$ cat config.mk
export PLATFORM = sky130hd
export DESIGN_NAME = rstab_ctrl
export DESIGN_NICKNAME = d
export VERILOG_FILES = /design/src/rtl/core/assert_macros.svh /design/src/rtl/core/rstab_pkg.sv /design/src/rtl/core/rstab_ctrl.sv
export SDC_FILE = /design/constraint.sdc
export NUM_CORES = 1
export LEC_CHECK = 0
export BUFFER_PORTS_ARGS = -buffer_cell sky130_fd_sc_hd__buf_2
export CORE_UTILIZATION = 25
export CTS_CLUSTER_SIZE = 16
export DETAILED_ROUTE_END_ITERATION = 10
export PLACE_DENSITY_LB_ADDON = 0.15
export SETUP_SLACK_MARGIN = 0.15
export SYNTH_ARGS = -nofsm -noshare
export SYNTH_HDL_FRONTEND = slang
export SYNTH_SLANG_ARGS = --single-unit
$ cat constraint.sdc
create_clock -name aclk -period 1.3 [get_ports aclk]
set_input_delay 0 -clock aclk [delete_from_list [all_inputs] [get_ports aclk]]
set_output_delay 0 -clock aclk [all_outputs]
set_load 0.05 [all_outputs]
$ cat src/rtl/core/assert_macros.svh
// assertion shorthands used by ranked_score_table_top
`ifndef ASSERT_MACROS_SVH
`define ASSERT_MACROS_SVH

// property must hold on every rising clock edge outside reset
`define RSTAB_ASSERT(label, clk, rstn, prop, msg) \
    label: assert property (@(posedge clk) disable iff (!rstn) prop) \
        else $error(msg);

// expression must never be true outside reset
`define RSTAB_NEVER(label, clk, rstn, expr, msg) \
    label: assert property (@(posedge clk) disable iff (!rstn) !(expr)) \
        else $error(msg);

`endif

$ cat src/rtl/core/rstab_pkg.sv
`timescale 1ns / 1ps
`default_nettype none

package rstab_pkg;

    localparam int TABLE_DEPTH_DEF = 256;

    localparam int OP_W     = 2;
    localparam int ID_W     = 31;
    localparam int SCORE_W  = 16;
    localparam int RANK_W   = 9;
    localparam int STATUS_W = 2;
    localparam int TOTAL_W  = 9;

    // operation codes
    localparam logic [OP_W-1:0] OP_INSERT = 2'd0;
    localparam logic [OP_W-1:0] OP_QUERY  = 2'd1;
    localparam logic [OP_W-1:0] OP_DELETE = 2'd2;

    // result status codes
    localparam logic [STATUS_W-1:0] STATUS_OK    = 2'd0;
    localparam logic [STATUS_W-1:0] STATUS_FULL  = 2'd1;
    localparam logic [STATUS_W-1:0] STATUS_RANGE = 2'd2;

    typedef struct packed {
        logic [ID_W-1:0]    id;
        logic [SCORE_W-1:0] score;
    } entry_t;

    typedef enum logic [2:0] {
        ST_IDLE,
        ST_DISPATCH,
        ST_INSERT,
        ST_DELETE,
        ST_QUERY_RD,
        ST_QUERY_CAP,
        ST_FINISH
    } ctrl_state_t;

    // controller to datapath
    typedef struct packed {
        logic load;
        logic start;
        logic ins_step;
        logic del_step;
        logic qry_read;
        logic qry_cap;
        logic out_load;
    } cmd_t;

    // datapath to controller
    typedef struct packed {
        logic [OP_W-1:0] op;
        logic            full;
        logic            rank_bad;
        logic            ins_done;
        logic            del_done;
    } sts_t;

    // held record stays ahead of the new one
    function automatic logic goes_before(input entry_t held, input logic [ID_W-1:0] id,
                                         input logic [SCORE_W-1:0] score);
        return (held.score > score) || ((held.score == score) && (held.id < id));
    endfunction

endpackage

`default_nettype wire

$ cat src/rtl/core/rstab_ctrl.sv
`timescale 1ns / 1ps
`default_nettype none

module rstab_ctrl (
    input  wire logic            aclk,
    input  wire logic            aresetn,
    input  wire logic            s_valid,
    output logic                 s_ready,
    output logic                 m_valid,
    input  wire logic            m_ready,
    input  wire rstab_pkg::sts_t sts,
    output rstab_pkg::cmd_t      cmd
);

    rstab_pkg::ctrl_state_t state_reg, state_next;
    logic                   m_valid_reg, m_valid_next;

    always_ff @(posedge aclk) begin
        if (!aresetn) begin
            state_reg   <= rstab_pkg::ST_IDLE;
            m_valid_reg <= 1'b0;
        end else begin
            state_reg   <= state_next;
            m_valid_reg <= m_valid_next;
        end
    end

    always_comb begin
        state_next   = state_reg;
        cmd          = '0;
        m_valid_next = m_valid_reg && !m_ready;
        s_ready      = 1'b0;

        unique case (state_reg)
            rstab_pkg::ST_IDLE: begin
                s_ready = 1'b1;
                if (s_valid) begin
                    cmd.load   = 1'b1;
                    state_next = rstab_pkg::ST_DISPATCH;
                end
            end
            rstab_pkg::ST_DISPATCH: begin
                cmd.start = 1'b1;
                case (sts.op)
                    rstab_pkg::OP_INSERT: begin
                        state_next = sts.full ? rstab_pkg::ST_FINISH : rstab_pkg::ST_INSERT;
                    end
                    rstab_pkg::OP_QUERY: begin
                        state_next = sts.rank_bad ? rstab_pkg::ST_FINISH
                                                  : rstab_pkg::ST_QUERY_RD;
                    end
                    rstab_pkg::OP_DELETE: begin
                        state_next = rstab_pkg::ST_DELETE;
                    end
                    default: begin
                        state_next = rstab_pkg::ST_FINISH;
                    end
                endcase
            end
            rstab_pkg::ST_INSERT: begin
                cmd.ins_step = 1'b1;
                if (sts.ins_done) begin
                    state_next = rstab_pkg::ST_FINISH;
                end
            end
            rstab_pkg::ST_DELETE: begin
                cmd.del_step = 1'b1;
                if (sts.del_done) begin
                    state_next = rstab_pkg::ST_FINISH;
                end
            end
            rstab_pkg::ST_QUERY_RD: begin
                cmd.qry_read = 1'b1;
                state_next   = rstab_pkg::ST_QUERY_CAP;
            end
            rstab_pkg::ST_QUERY_CAP: begin
                cmd.qry_cap = 1'b1;
                state_next  = rstab_pkg::ST_FINISH;
            end
            rstab_pkg::ST_FINISH: begin
                if (!m_valid_reg || m_ready) begin
                    cmd.out_load = 1'b1;
                    m_valid_next = 1'b1;
                    state_next   = rstab_pkg::ST_IDLE;
                end
            end
            default: begin
                state_next = rstab_pkg::ST_IDLE;
            end
        endcase
    end

    assign m_valid = m_valid_reg;

endmodule

`default_nettype wire

* Word-level counts from Yosys, hierarchy flattened
Index checks and enable logic that the tools add are counted.
** Operators by class
- Equal/unequal tests :: 12
- Mux-type cells :: 20
- Reduce and logical (&&, ||, !) cells :: 7
** Operator list (count)
- 3-bit case mux with 7 select lines :: 1
- 3-bit two-way mux :: 5
- 1-bit two-way mux :: 12
- 3-bit == test, second input constant :: 3
- 3-bit case mux with 3 select lines :: 1
- 2-bit != test, second input constant :: 4
- 3-bit by 2-bit == test with 1-bit output, second input constant :: 2
- 4-bit AND reduction :: 1
- 3-bit by 1-bit == test with 1-bit output, second input constant :: 1
- 3-bit logical NOT :: 1
- 2-bit by 1-bit == test with 1-bit output, second input constant :: 1
- 2-bit == test, second input constant :: 1
- 1-bit logical NOT :: 2
- 2-bit logical NOT :: 1
- 2-bit two-way mux :: 1
- 1-bit logical AND :: 1
- 1-bit logical OR :: 1
** Word-level totals
- Flip-flop bits (word level) :: 4
- Bits of input ports :: 10

* Longest topological paths before layout
- Word-level depth :: 4
- Gate-level depth with buffers :: 4
- Gate-level depth less buffers :: 3

* Worst setup path after synthesis
OpenSTA, ideal clock, no wires.
- Kind :: register -> output
- Start :: register state_reg[1]
- End :: output port cmd[6] in the netlist's numbering
- Arrival :: 2.189 ns
- Slack :: -0.889 ns
- Cell stages (with the launch flop) :: 4
- Path buffers :: 1
- Path through :: dfxtp_1 -> buf_2 -> nor3_1 -> and2_1
** RTL lines
- start: declaration :: line rstab_ctrl.sv:15 : rstab_pkg::ctrl_state_t state_reg, state_next;
- start signal: assignment :: line rstab_ctrl.sv:20 : state_reg <= rstab_pkg::ST_IDLE;
- start signal: assignment :: line rstab_ctrl.sv:23 : state_reg <= state_next;
- end: declaration :: line rstab_ctrl.sv:12 : output rstab_pkg::cmd_t cmd

==> summary.md <==
| Metric | Value |
|---|---|
| Diode count | 0 |
| Total congestion overflow | 0 |
| Max IR drop VDD | around 1.3 mV |
| Layout cells sized above 1 | 0.710 |
| Via count | a little under 400 |
| P_leak | roughly 0.3 nW |
| Ys async rst share | 0 |
| CP Capture Type | primary output |
| Initial antenna violation count | 0 |
| Crit path cell chain | buf_6 > nand3b_1 > nor2_2 > buf_6 |
| Synthesis Warnings | 0 |
| Synthesized Nets | 52 |
| Setup ws final | 0.0833 ns |
| Clock transition at the registers of the reported paths | ~0.040 ns |
| Num CTS Buffers | 3 |
| Max-cap violation count | 0 |
| EDFF count, synth | 0 |
| Final hold viol count | 0 |
| HPWL Detailed | roughly 600 µm |
| Pre-antenna DRT Iters | 4 |
| # setup viols final | 0 |
| Crit share post-route | 0.936 |
| CP max stage delay | 0.35 ns |
| Hold Path Class | input port to register |
| Drt wl/cell | around 12 µm |
| PD cells | between 2000 and 2500 nW/µm² |
| Number of synthesized register bits | 4 |
| F_max | 0.822 GHz |
| Delay-heaviest family, CP | flip-flops |
| Post-layout util | 0.548 |
| WHS | about 0.041 ns |
| H-tree depth | 1 |
| Dominant synthesized flop cell | dfxtp_1 |
| First-pass GRT wire length | between 1000 and 1500 µm |
| Max clock buf depth | 2 |
| Fill count | around 110 |
| Max FFs per register | 3 |
| Syn_area_per_cell | 7.75 µm² |
| Post-Synthesis Cell Area | roughly 330 µm² |
| CP required | 1.30 ns |
| CTS tree | done |
| Overall Power | about 1.3 mW |
| Multi-input gate area | 280 µm² |
| Port Buf Inserts | 18 |
| Initial DRC count | 6 |
| Post-synth top area share | 0.246 |
| Internal power | just under 0.7 mW |
| Die height | roughly 38 µm |
| DRC | 0 |
| Clk sinks | 4 |
| Tmin final | around 1.2 ns |
| Total Nets Final | 81 |
| Clock group share of total power | 0.122 |
| Arrival time worst endpoint | roughly 1.2 ns |
| GPL Wtd Cong | ~0.70 |
| CP Class | register to primary output |
| Switching Share | 0.460 |
| Sw Pwr | ~0.6 mW |
| GRT Util Overall | 0.156 |
| Via density | 4.72 |
| Worst-Margin Slew | roughly 0.25 ns |
| Area contributors post-synth | dfxtp_1 (25%), nand2b_1 (7.7%), nor2b_1 (7.7%) |
| Number of global-route vias before repair | ~360 |
| Boundary Pins | 19 |
| Clk_lat worst skew | ~0.24 ns |
| Cell variety after synth | 23 |
| Synth top cells by count | a21oi_1 (4), dfxtp_1 (4), nand2b_1 (4), nor2b_1 (4) |
| Worst slack, placed | about 0.092 ns |
| Max-slew violation count | 0 |
| Worst-path maximum fanout | 5 |
| Rows | 12 |
| Slew headroom | 0.837 |
| Die Width | approximately 38 µm |
| Sequential power share | 0.172 |
| Root Driver | clkbuf_4 |
| Yosys top cell by area | dfxtp_1 |
| Seq/Total Area, Yosys | 0.246 |
| CP bufs+invs | 2 |
| Routed WL | ~960 µm |
| RSZ-0062 raised after global routing | yes |
| Area Overhead vs Synth | 94.6% |
| Status | complete, no violations |
| CORE AREA | between 1000 and 1500 µm² |
| CP most frequent cell | buf_6 |
| Setup Skew | 0.00102 ns |
| ANT nets after route | 0 |
| Logic pwr share | 0.707 |
| Starting Density | 0.281 |
| Worst setup SP type | register |
| Reg-to-reg setup timing slack | 0.13 ns |
| Register area | between 90 and 100 µm² |
| Post-Synthesis Cells | 42 |
| Crit path max-delay cell type | dfxtp_4 |
| Largest net degree at the start of global routing | 8 |
| Die area | approximately 1400 µm² |
## logic make-up after synthesis
group	share of synthesized area
compound gates	0.169
flops	0.246
simple gates	0.473
mux	0.0346
buf+inv	0.0769
## worst min-delay path, delay by kind of cell
kind	cells	cell delay, ns
compound gates	1	0.06
buf+inv	2	0.17
## through the flow
stage	TNS, ns	area, µm²	std cells
6_report	0	633	83
5_1_grt	0	633	83
4_1_cts	0	616	83
3_5_place_dp	0	472	75
3_3_place_gp	0	472	75
2_1_floorplan	-0.0251	362	42
## routing by layer
metal / track usage / wire length [µm] / up-vias
met2: 0.250 / 459 / 17
met5: 0 / 0 / -
met1: 0.182 / 432 / 176
li1: - / - / 199
met4: 0.0268 / 0 / 0
met3: 0.0872 / 65 / 0
## power groups by stage
stage          clock, mW  combinational [mW]  sequential (mW)
2_1_floorplan          0               0.561            0.176
3_5_place_dp           0               0.668            0.194
3_3_place_gp           0               0.672            0.193
4_1_cts            0.163               0.864            0.216
6_report           0.156               0.904            0.220
5_1_grt            0.174               0.955            0.226
## placed cells by master, fill, tap and decap left out, types with 3 or more instances in the layout
master / instances
a21oi_2: 3
buf_2: 11
buf_4: 7
buf_6: 6
clkbuf_4: 3
nand2b_1: 4
## cell type report
type                    count  area share
multi-input cells          33       0.443
well taps                  14      0.0277
flip-flops and latches      4       0.142
repair buffers             27       0.340
clock buffers               3      0.0356
inverters                   2      0.0119
## worst paths after layout
path / start / end / cells after the start
worst max-delay path: state_reg[0] / cmd[0] / 4
worst min-delay path: s_valid / state_reg[1] / 3
worst max register to register: state_reg[1] / state_reg[1] / 4
worst min register to register: m_valid / m_valid / 2
## repair_timing
item,4_1_cts,5_1_grt
setup endpoints to repair,10,11
resized for setup,29,6
hold endpoints to repair,1,0
hold buffers,1,0
pin swaps,7,3
gates cloned,1,0
buffers inserted,3,0
No activity file was read; power rests on OpenSTA's default activity.
